File: src/sv/image_scale_2x_four_modes_macros.svh
// assertion helpers shared by the scaler modules
`ifndef IMAGE_SCALE_2X_FOUR_MODES_MACROS_SVH
`define IMAGE_SCALE_2X_FOUR_MODES_MACROS_SVH

// same-cycle implication, checked out of reset
`define IS2X_ASSERT_SAME(name, ante, cons) \
    name: assert property (@(posedge aclk) disable iff (!aresetn) (ante) |-> (cons)) \
        else $error("is2x check failed");

// next-cycle implication, checked out of reset
`define IS2X_ASSERT_NEXT(name, ante, cons) \
    name: assert property (@(posedge aclk) disable iff (!aresetn) (ante) |=> (cons)) \
        else $error("is2x check failed");

`endif

File: src/sv/is2x_pkg.sv
`default_nettype none
package is2x_pkg;

    localparam int unsigned MAX_WIDTH_DEF  = 2048;
    localparam int unsigned MAX_HEIGHT_DEF = 2048;

    localparam int unsigned CFG_DIM_W  = 12;
    localparam int unsigned CFG_ADDR_W = 4;
    localparam int unsigned COORD_W    = 12;
    localparam int unsigned SLOTS      = 9;

    localparam logic [1:0] MODE_BOX   = 2'd0;
    localparam logic [1:0] MODE_SKIP  = 2'd1;
    localparam logic [1:0] MODE_BILIN = 2'd2;
    localparam logic [1:0] MODE_REPL  = 2'd3;

    localparam logic [1:0] REG_MODE   = 2'd0;
    localparam logic [1:0] REG_WIDTH  = 2'd1;
    localparam logic [1:0] REG_HEIGHT = 2'd2;

    localparam logic [CFG_DIM_W-1:0] WIDTH_RST  = 12'd640;
    localparam logic [CFG_DIM_W-1:0] HEIGHT_RST = 12'd480;

    typedef logic [23:0] pix_t;

    // one input pixel's results: 3x3 slots around a base position
    typedef struct packed {
        logic [SLOTS-1:0]   mask;
        logic [COORD_W-1:0] base_row;
        logic [COORD_W-1:0] base_col;
        pix_t               px_diag;
        pix_t               px_vert;
        pix_t               px_horz;
        pix_t               px_main;
    } job_t;

    function automatic pix_t avg2(input pix_t a, input pix_t b);
        pix_t       r;
        logic [8:0] s;
        for (int k = 0; k < 3; k++) begin
            s = 9'(a[8*k +: 8]) + 9'(b[8*k +: 8]);
            r[8*k +: 8] = s[8:1];
        end
        return r;
    endfunction

    function automatic pix_t avg4(input pix_t a, input pix_t b, input pix_t c, input pix_t d);
        pix_t       r;
        logic [9:0] s;
        for (int k = 0; k < 3; k++) begin
            s = 10'(a[8*k +: 8]) + 10'(b[8*k +: 8]) + 10'(c[8*k +: 8]) + 10'(d[8*k +: 8]);
            r[8*k +: 8] = s[9:2];
        end
        return r;
    endfunction

endpackage
`default_nettype wire

File: src/sv/is2x_emit.sv
`default_nettype none
`include "image_scale_2x_four_modes_macros.svh"
module is2x_emit (
    input  wire logic                          aclk,
    input  wire logic                          aresetn,
    input  wire logic                          load_en,
    input  wire is2x_pkg::job_t                load_job,
    output logic                               free,
    output logic                               m_valid,
    input  wire logic                          m_ready,
    output logic [is2x_pkg::COORD_W-1:0]       m_out_row,
    output logic [is2x_pkg::COORD_W-1:0]       m_out_col,
    output logic [7:0]                         m_out_red,
    output logic [7:0]                         m_out_green,
    output logic [7:0]                         m_out_blue,
    output logic                               m_last_of_run
);

    is2x_pkg::job_t               job_reg;
    logic [is2x_pkg::SLOTS-1:0]   mask_reg;
    logic [is2x_pkg::SLOTS-1:0]   mask_rest;
    logic [3:0]                   slot;
    logic [1:0]                   roff;
    logic [1:0]                   coff;
    is2x_pkg::pix_t               px;

    assign mask_rest     = mask_reg & (mask_reg - is2x_pkg::SLOTS'(1));
    assign m_valid       = (mask_reg != '0);
    assign m_last_of_run = (mask_rest == '0);
    assign free          = !m_valid || (m_ready && m_last_of_run);

    always_comb begin
        slot = '0;
        for (int k = is2x_pkg::SLOTS - 1; k >= 0; k--) begin
            if (mask_reg[k]) begin
                slot = 4'(k);
            end
        end
    end

    // slot order: row above, own row, row below; left, center, right in each
    always_comb begin
        case (slot)
            4'd0: begin roff = 2'd0; coff = 2'd0; px = job_reg.px_diag; end
            4'd1: begin roff = 2'd0; coff = 2'd1; px = job_reg.px_vert; end
            4'd2: begin roff = 2'd0; coff = 2'd2; px = job_reg.px_vert; end
            4'd3: begin roff = 2'd1; coff = 2'd0; px = job_reg.px_horz; end
            4'd4: begin roff = 2'd1; coff = 2'd1; px = job_reg.px_main; end
            4'd5: begin roff = 2'd1; coff = 2'd2; px = job_reg.px_main; end
            4'd6: begin roff = 2'd2; coff = 2'd0; px = job_reg.px_horz; end
            4'd7: begin roff = 2'd2; coff = 2'd1; px = job_reg.px_main; end
            4'd8: begin roff = 2'd2; coff = 2'd2; px = job_reg.px_main; end
            default: begin roff = 2'd1; coff = 2'd1; px = job_reg.px_main; end
        endcase
    end

    assign m_out_row   = job_reg.base_row + is2x_pkg::COORD_W'(roff) - is2x_pkg::COORD_W'(1);
    assign m_out_col   = job_reg.base_col + is2x_pkg::COORD_W'(coff) - is2x_pkg::COORD_W'(1);
    assign m_out_red   = px[23:16];
    assign m_out_green = px[15:8];
    assign m_out_blue  = px[7:0];

    always_ff @(posedge aclk) begin
        if (!aresetn) begin
            mask_reg <= '0;
        end else if (load_en) begin
            mask_reg <= load_job.mask;
        end else if (m_valid && m_ready) begin
            mask_reg <= mask_rest;
        end
    end

    always_ff @(posedge aclk) begin
        if (load_en) begin
            job_reg <= load_job;
        end
    end

    `IS2X_ASSERT_SAME(no_job_overwrite, load_en, free)
    `IS2X_ASSERT_NEXT(run_continues, m_valid && m_ready && !m_last_of_run, m_valid)

endmodule
`default_nettype wire

File: config.mk
export PLATFORM = sky130hd
export DESIGN_NAME = is2x_emit
export DESIGN_NICKNAME = d
export VERILOG_FILES = /design/src/sv/is2x_pkg.sv /design/src/sv/is2x_emit.sv
export VERILOG_INCLUDE_DIRS = /design/src /design/src/sv
export SDC_FILE = /design/constraint.sdc
export NUM_CORES = 1
export LEC_CHECK = 0
export BUFFER_PORTS_ARGS = -buffer_cell sky130_fd_sc_hd__clkbuf_2
export CAP_MARGIN = 20
export CORE_MARGIN = 2
export CORE_UTILIZATION = 49
export CTS_CLUSTER_SIZE = 12
export DETAILED_ROUTE_END_ITERATION = 16
export PLACE_DENSITY = 0.84
export SLEW_MARGIN = 15
export SYNTH_ARGS = -nofsm -noshare
export SYNTH_HDL_FRONTEND = slang
export SYNTH_SLANG_ARGS = --single-unit
File: constraint.sdc
create_clock -name aclk -period 4.7 [get_ports aclk]
set_input_delay 0 -clock aclk [delete_from_list [all_inputs] [get_ports aclk]]
set_output_delay 0 -clock aclk [all_outputs]
set_load 0.05 [all_outputs]
==> results of run 1 <==
[metrics by stage]
step                      power, mW  util, %
final                          3.99     73.1
after global routing           4.13     73.1
after CTS                      3.97     72.9
after detailed placement       2.58     57.9
after global placement         2.55     57.9
after floorplan                2.28        -
[cell type report]
cell class / count / area, um2 / share of cell area (%)
repair buffers: 330 / 2440 / 25.2
well taps: 176 / 220 / 2.28
clock buffers: 17 / 425 / 4.41
flip-flops and latches: 129 / 3780 / 39.2
clock inverters: 15 / 160 / 1.66
multi-input cells: 308 / 2380 / 24.7
inverters: 64 / 240 / 2.49
[cell families after synthesis]
family                     after synthesis
AOI/OAI and AO/OA                      166
xor gates and xnor gates                18
adders and majority gates               28
buffers and inverters                   94
DFF                                    129
and+or+nand+nor                         96
[power groups by stage]
stage / sequential [mW] / combinational, mW / clock, mW
6_report: 1.40 / 1.27 / 1.31
5_1_grt: 1.41 / 1.35 / 1.37
4_1_cts: 1.40 / 1.25 / 1.32
3_5_place_dp: 1.42 / 1.16 / 0
3_3_place_gp: 1.42 / 1.14 / 0
2_1_floorplan: 1.40 / 0.876 / 0
[Yosys cell counts (4+ instances only)]
master and count:
ha_1 24, nor2b_1 5, a21boi_0 4, nor2_1 44, buf_6 6, nand2_1 18, inv_1 63, xnor2_1 16
o32ai_1 24, o2111a_1 24, a21o_1 4, clkbuf_1 9, o21a_1 28, dfxtp_1 9, and2_1 5, buf_2 14
o21ai_0 16, edfxtp_1 120, a21oi_1 11, o22a_1 24
[routing by layer]
metal	global-route usage [%]	wire, um	vias up
li1	-	-	2663
met1	30.7	7130	2705
met2	46.9	9790	257
met3	5.75	1000	45
met4	10.7	512	0
met5	0	0	-
[worst max path at each step]
stage,from,to,cells past startpoint
floorplan,mask_reg[6],m_out_col[11],17
global placement,mask_reg[6],m_out_col[11],17
detailed placement,mask_reg[6],m_out_col[11],17
CTS,mask_reg[6],m_out_col[11],17
global route,mask_reg[6],m_out_col[11],17
finish,mask_reg[6],m_out_col[11],17
[timing repair]
action                    in CTS  in global routing
hold endpoints to repair     129                  0
resized for setup              0                  0
hold buffers                 138                  0
[worst register-to-register path, delay by kind of cell (launching register included)]
kind	cells	cell delay [ns]
and+or+nand+nor	3	0.77
AOI/OAI and AO/OA	2	0.24
DFF	1	0.56
buffers and inverters	2	0.90
==> qor.yml, run 1 <==
min_from: "load_en"
fin_cells: 1039
synth.area.top_cells: "edfxtp_1 55%, ha_1 4.6%, o2111a_1 4.1%"
netlist_area_mm2: 0.00657
grt_pass1_vias: 5836
holdPathEnd: "job_reg[19]"
wire_per_inst_um: 17.7
placed_cell_area_mm2: 0.00764
rows: 42
outcome: "completed"
post-cts-setup-buffers: 0
worstMarginPinSlew_ns: 0.795
finalCritPeriodShare_pct: 85.8
dp_cells: 867
drc: 0
routed_wirelength_um: 18400
place_ws_ns: 1.14
cpMaxStageDelayCell: "dfxtp_1"
synth_edf_count: 120
antenna_cells: 0
setup-tns-final_ns: 0
netlist_instances: 531
fmax_ghz: 0.248
die_h_um: 120
synth_compound_area_share_pct: 20.9
post-route-min-period_ns: 4.03
grt_overflow_total: 0
grt_first_pass_wirelength_um: 29000
crit_buf_inv: 4
critPathMaxStageDelay_ns: 0.54
cp.required_ns: 4.70
synth_top_area_share_pct: 54.8
switchingPower_mw: 1.40
drv_cap: 0
drv_slew: 0
grt_max_degree: 56
cts_tree: "built"
worstSetupPathType: "flop to output pin"
clockRootBuffer: "clkbuf_16"
synth_cell_types: 62
start_util_pct: 49.8
grt_use_total_pct: 26.3
r2r_cells: 7
synth-xor-area-share_pct: 2.40
clk_path_buf_depth: 2
largest_reg_flops: 120
ys_async_sr_fraction_pct: 0
ys_seq_area_share_pct: 57.6
antenna_found_initial: 0
cts_sinks: 129
gp_congestion: 0.919
p_per_area_mw_per_mm2: 413
initialDrtViolationCount: 463
cts_made_buffers: 17
min_path_type: "primary input to flop"
fillers: 837
r2r_slack_ns: 2.11
finalHoldViolCount: 0
final_cell_mix: "179 x clkbuf_2, 138 x dlygate4sd3_1, 120 x edfxtp_1"
cts.clk_slew.worst_paths_ns: 0.06
syn-num-nets: 690
power_frac_seq_pct: 35.2
ir_drop_mv: 0.335
syn_avg_cell_area_um2: 12.4
skew_ns: 0.00221
dieArea_mm2: 0.0144
nets: 1009
setup_slack_ns: 0.667
num_vias: 5670
r2r-start: "mask_reg[0]"
postRouteAntennaNets: 0
drive_above_1_share_pct: 27.6
crit_fanout: 26
maxSlewHeadroom_pct: 46.8
synth_seq_cells: 129
synthAdderAreaFrac_pct: 5.48
port_buffers: 183
die_w_um: 120
design.core.area_mm2: 0.0132
dpl.hpwl_um: 10500
synthFlopType: "edfxtp_1"
avgViaCountPerCell: 5.46
path_cells: "nor2b_1 -> o21ai_2 -> buf_4 -> xnor2_1 -> a21oi_1 -> or2_2 -> ha_1 -> inv_1 -> ha_1 -> inv_1 -> fa_1 -> nor2b_1 -> o21bai_1 -> a31oi_1 -> o21ai_0 -> xnor2_1 -> clkbuf_2"
clock_latency_ns: 0.41
cp_top_family: "compound AO/OA/AOI/OAI gates"
crit_path_start_kind: "flop"
synth-simple-area-share_pct: 7.20
area_growth_pct: 46.8
p_leak_nw: 4.10
p_comb_share_pct: 31.9
dr.pass1.iters: 5
grt_setup_unrepaired: "no"
htree_num_levels: 4
yosys_warnings: 0
min_delay_path_depth: 1
fin_area_mm2: 0.00965
clock_power_share_pct: 32.9
endpoint_kind: "output pin"
ios: 184
crit_arrival_ns: 4.03
synthMuxAreaShare_pct: 0
final_common_cell: "clkbuf_2"
p_int_mw: 2.59
synth_top_family_by_area: "compound AO/OA/AOI/OAI gates"
hold_ws_ns: 0.165
yosys.area.top_type: "edfxtp_1"
p_sw_share_pct: 35.1
finalSetupViolCount: 0
r2r_end: "mask_reg[5]"
Power figures use the tool's default switching activity.
==> run 2, diff against run 1 <==
Settings changed: BUFFER_PORTS_ARGS -buffer_cell sky130_fd_sc_hd__clkbuf_2 to -buffer_cell sky130_fd_sc_hd__buf_4, REMOVE_ABC_BUFFERS set to 1.
==> qor.yml, run 2 (same netlist as run 1, synthesis figures left out) <==
holdPathEnd: "mask_reg[7]"
rows: 42  # unchanged
start_util_pct: 49.8  # unchanged
routed_wirelength_um: 19300  # +4.6%
final_common_cell: "buf_4"
post_cts_resized: 0  # unchanged
min_path_type: "primary input to flop"
grt_setup_unrepaired: "no"
post-route-min-period_ns: 4.19  # +0.158 ns
outcome: "completed"
clk_path_buf_depth: 2  # unchanged
dieArea_mm2: 0.0144  # unchanged
clockRootBuffer: "clkbuf_16"
avgViaCountPerCell: 5.50  # +0.80%
htree_num_levels: 4  # unchanged
dpl.hpwl_um: 11000  # +4.6%
cp.required_ns: 4.70  # about the same
antenna_cells: 0  # unchanged
drc: 0  # unchanged
crit_fanout: 19  # -27%
p_leak_nw: 4.16  # +1.5%
die_h_um: 120  # unchanged
port_buffers: 183  # unchanged
cts_tree: "built"
placed_cell_area_mm2: 0.00806  # +5.5%
crit_path_start_kind: "flop"
post-cts-setup-buffers: 0  # unchanged
area_growth_pct: 52.1
num_vias: 5666  # -0.071%
grt_use_total_pct: 27.6  # +1.3 points
fmax_ghz: 0.239  # -3.8%
grt_pass1_vias: 6082  # +4.2%
skew_ns: 0.00682  # +0.00460 ns
fin_cells: 1030  # -0.87%
grt_max_degree: 80  # +43%
cts_made_buffers: 17  # unchanged
ios: 184  # unchanged
design.core.area_mm2: 0.0132  # unchanged
gp_congestion: 0.775  # -16%
r2r_end: "mask_reg[4]"
antenna_found_initial: 0  # unchanged
crit_arrival_ns: 4.19  # +0.16 ns
finalCritPeriodShare_pct: 89.2  # +3.4 points
finalHoldViolCount: 0  # unchanged
power_mw: 4.14  # +4.0%
r2r-start: "mask_reg[2]"
endpoint_kind: "output pin"
postLayoutCoreUtil_pct: 75.8  # +2.6 points
initialDrtViolationCount: 440  # -5.0%
p_per_area_mw_per_mm2: 415  # +0.35%
hold_buffers: 132  # -4.3%
critPathMaxStageDelay_ns: 0.88  # +0.34 ns
largest_reg_flops: 120  # unchanged
grt_overflow_total: 0  # unchanged
final_cell_mix: "191 x buf_4, 132 x dlygate4sd3_1, 120 x edfxtp_1"
cts.clk_slew.worst_paths_ns: 0.06  # about the same
cp_top_family: "flip-flops"
worstSetupPathType: "flop to output pin"
finalSetupViolCount: 0  # unchanged
wire_per_inst_um: 18.7  # +5.5%
cts_sinks: 129  # unchanged
setup-tns-final_ns: 0  # unchanged
r2r_slack_ns: 2.19  # +0.08 ns
r2r_cells: 7  # unchanged
path_cells: "buf_4 -> nor2_1 -> o21ai_2 -> xnor2_1 -> a21oi_1 -> or2_2 -> ha_1 -> inv_1 -> ha_1 -> inv_1 -> fa_1 -> nor2b_1 -> o21bai_1 -> a31oi_1 -> o21ai_0 -> xnor2_1 -> buf_4"
nets: 1002  # -0.69%
clock_latency_ns: 0.41  # about the same
fin_area_mm2: 0.00999  # +3.6%
min_delay_path_depth: 4  # +3
dr.pass1.iters: 5  # unchanged
cpMaxStageDelayCell: "dfxtp_1"
worstMarginPinSlew_ns: 0.959  # +0.164 ns
crit_buf_inv: 4  # unchanged
drv_slew: 0  # unchanged
min_from: "m_ready"
ir_drop_mv: 0.467  # +39%
grt_first_pass_wirelength_um: 30600  # +5.5%
drive_above_1_share_pct: 27.6  # +0.056 points
die_w_um: 120  # unchanged
dp_cells: 868  # +0.12%
postRouteAntennaNets: 0  # unchanged
maxSlewHeadroom_pct: 36.1  # -11 points
drv_cap: 0  # unchanged
-- run 2: cell count changes in the layout (fill, tap and decap cells not counted) --
cell	change
buf_12	-3
buf_16	-1
buf_4	+183
buf_6	-1
bufinv_16	+2
clkbuf_1	+1
clkbuf_2	-179
clkinv_1	-2
clkinv_4	-2
dlygate4sd3_1	-6
inv_8	-1
-- run 2: area by class of cell --
| class | instances | area (um2) |
|---|---|---|
| sequential | 129 | 3780 |
| fill | 774 | 3200 |
| timing repair buffer | 323 | 2760 |
| multi-input combinational | 308 | 2380 |
| clock buffer | 18 | 429 |
| inverter | 64 | 240 |
| tap | 176 | 220 |
| clock inverter | 12 | 184 |
-- run 2: worst max-delay path by stage --
stage	from	end	slack, ns	depth (start not counted)
finish	mask_reg[2]	m_out_col[11]	0.51	17
global route	mask_reg[2]	m_out_col[11]	0.25	17
CTS	mask_reg[2]	m_out_col[11]	0.53	17
detailed placement	mask_reg[2]	m_out_col[11]	1.02	17
global placement	mask_reg[2]	m_out_col[11]	1.05	17
floorplan	mask_reg[2]	m_out_col[11]	0.33	15
-- run 2: routing by layer --
layer	GRT usage, %	routed length, um	vias up
met1	30.1	7030	2722
met4	9.85	404	0
met2	51.0	10500	269
met5	0	0	-
li1	-	-	2634
met3	7.60	1370	41
-- run 2: worst min-delay path: stages --
cell and delay [ns]:
buf_4 0.11, nand2_2 0.06, o211ai_1 0.15, a21boi_0 0.08
-- run 2: through the flow --
stage | worst slack [ns] | hold WS (ns)
2_1_floorplan | 0.334 | 0.0989
3_3_place_gp | 1.05 | 0.178
3_5_place_dp | 1.02 | 0.179
4_1_cts | 0.532 | 0.0258
5_1_grt | 0.250 | 0.0424
6_report | 0.509 | 0.0480
-- run 2: where the power goes --
group / internal [mW] / total, mW / switching [mW] / leakage (nW)
clock: 0.886 / 1.38 / 0.495 / 0.293
sequential: 1.36 / 1.41 / 0.0512 / 1.25
combinational: 0.527 / 1.36 / 0.830 / 2.62
==> run 3, diff against run 2 <==
Settings changed: CTS_BUF_LIST set to sky130_fd_sc_hd__clkbuf_8, MAX_ROUTING_LAYER set to met4.
==> qor.yml, run 3 (same netlist as run 1, synthesis figures left out) <==
outcome: "completed"
p_sw_share_pct: 36.5  # +3.3 points
cp.required_ns: 4.70  # about the same
post-route-min-period_ns: 4.20  # +0.00996 ns
r2r_end: "mask_reg[7]"
postRouteAntennaNets: 0  # unchanged
r2r_slack_ns: 2.14  # -0.05 ns
grt_first_pass_wirelength_um: 30900  # +0.86%
grt_setup_unrepaired: "no"
initialDrtViolationCount: 414  # -5.9%
path_cells: "buf_4 -> nor2_1 -> o21ai_2 -> xnor2_1 -> a21oi_1 -> or2_2 -> ha_1 -> inv_1 -> ha_1 -> inv_1 -> fa_1 -> nor2b_1 -> o21bai_1 -> a31oi_1 -> o21ai_0 -> xnor2_1 -> buf_4"
cts.clk_slew.worst_paths_ns: 0.08  # +0.02 ns
largest_reg_flops: 120  # unchanged
clock_power_share_pct: 27.4  # -5.9 points
min_delay_path_depth: 4  # unchanged
post_cts_resized: 0  # unchanged
clock_latency_ns: 0.44  # +0.03 ns
cts_sinks: 129  # unchanged
design.core.area_mm2: 0.0132  # unchanged
htree_num_levels: 4  # unchanged
cpMaxStageDelayCell: "dfxtp_1"
grt_pass1_vias: 6235  # +2.5%
worstSetupPathType: "flop to output pin"
port_buffers: 183  # unchanged
grt_max_degree: 81  # +1.3%
fin_area_mm2: 0.00983  # -1.6%
r2r_cells: 6  # -1
gp_congestion: 0.776  # +0.13%
setup-tns-final_ns: 0  # unchanged
crit_path_start_kind: "flop"
start_util_pct: 49.8  # unchanged
dpl.hpwl_um: 10900  # -0.34%
finalCritPeriodShare_pct: 89.4  # +0.21 points
num_vias: 5699  # +0.58%
routed_wirelength_um: 19700  # +2.0%
maxSlewHeadroom_pct: 33.6  # -2.5 points
area_growth_pct: 49.6
finalHoldViolCount: 0  # unchanged
holdPathEnd: "mask_reg[8]"
drv_cap: 0  # unchanged
min_path_type: "primary input to flop"
ir_drop_mv: 0.311  # -34%
fin_cells: 1035  # +0.49%
clockRootBuffer: "clkbuf_8"
p_comb_share_pct: 35.8  # +3.1 points
grt_use_total_pct: 29.0  # +1.5 points
fmax_ghz: 0.238  # -0.24%
min_from: "m_ready"
final_cell_mix: "190 x buf_4, 133 x dlygate4sd3_1, 120 x edfxtp_1"
place_ws_ns: 1.03  # +0.00605 ns
placed_cell_area_mm2: 0.00805  # about the same
drv_slew: 0  # unchanged
endpoint_kind: "output pin"
cts_made_buffers: 17  # unchanged
dieArea_mm2: 0.0144  # unchanged
grt_overflow_total: 0  # unchanged
wire_per_inst_um: 19.0  # +1.5%
p_int_mw: 2.42  # -12%
skew_ns: 0.00360  # -0.00322 ns
setup_slack_ns: 0.499  # -0.00996 ns
die_w_um: 120  # unchanged
ios: 184  # unchanged
crit_buf_inv: 4  # unchanged
clk_path_buf_depth: 2  # unchanged
antenna_found_initial: 2  # +2
critPathMaxStageDelay_ns: 0.83  # -0.05 ns
dp_cells: 867  # -0.12%
worstMarginPinSlew_ns: 0.996  # +0.0372 ns
p_leak_nw: 4.09  # -1.7%
switchingPower_mw: 1.39  # +1.2%
rows: 42  # unchanged
r2r-start: "mask_reg[2]"
nets: 1003  # +0.10%
die_h_um: 120  # unchanged
crit_arrival_ns: 4.20  # about the same
final_common_cell: "buf_4"
drive_above_1_share_pct: 27.9  # +0.25 points
drc: 0  # unchanged
crit_fanout: 19  # unchanged
postLayoutCoreUtil_pct: 74.5  # -1.2 points
cts_tree: "built"
cp_top_family: "flip-flops"
dr.pass1.iters: 5  # unchanged
power_frac_seq_pct: 36.8  # +2.8 points
finalSetupViolCount: 0  # unchanged
p_per_area_mw_per_mm2: 388  # -6.4%
avgViaCountPerCell: 5.51  # about the same
==> run 3: how the worst max path moves through the flow <==
| stage | end | slack, ns | from | cells past startpoint |
|---|---|---|---|---|
| detailed placement | m_out_col[11] | 1.03 | mask_reg[2] | 17 |
| global placement | m_out_col[11] | 1.08 | mask_reg[2] | 17 |
| global route | m_out_col[11] | 0.28 | mask_reg[2] | 17 |
| floorplan | m_out_col[11] | 0.33 | mask_reg[2] | 15 |
| CTS | m_out_col[11] | 0.50 | mask_reg[2] | 17 |
| finish | m_out_col[11] | 0.50 | mask_reg[2] | 17 |
==> run 3: metal layers <==
metal | routed length, um | track usage (%)
met2 | 10600 | 51.3
met5 | 0 | -
met4 | 593 | 12.8
met3 | 1170 | 6.75
met1 | 7360 | 31.1
==> run 3: through the flow <==
stage               hold WS, ns  power, mW
floorplan                0.0989       2.26
global placement          0.178       2.64
detailed placement        0.179       2.67
CTS                     0.00152       3.79
global route             0.0653       3.96
finish                   0.0341       3.82
==> run 3: repair_timing <==
| item | 4_1_cts | 5_1_grt |
|---|---|---|
| hold buffers | 133 | 0 |
| setup buffers | 0 | 0 |
| endpoints found under the setup margin | 0 | 0 |
| endpoints found under the hold margin | 129 | 0 |
==> run 3: area by class of cell <==
cell class                      count  area (um2)
Multi-Input combinational cell    308        2380
Fill cell                         812        3360
Clock buffer                       17         234
Timing Repair Buffer              324        2770
Clock inverter                     15         193
Tap cell                          176         220
Antenna cell                        2        5.00
Inverter                           64         240
Sequential cell                   129        3780
==> run 3: worst min-delay path: stages <==
cell and delay (ns):
buf_4 0.13, nand2_2 0.09, o311ai_1 0.08, a21boi_1 0.14
==> run 3: power by group through the flow <==
stage	Clock, mW	Combinational, mW	Sequential (mW)
after detailed placement	0	1.25	1.42
after global routing	1.11	1.44	1.41
after floorplan	0	0.844	1.41
after global placement	0	1.22	1.42
final	1.05	1.37	1.40
after CTS	1.05	1.34	1.40
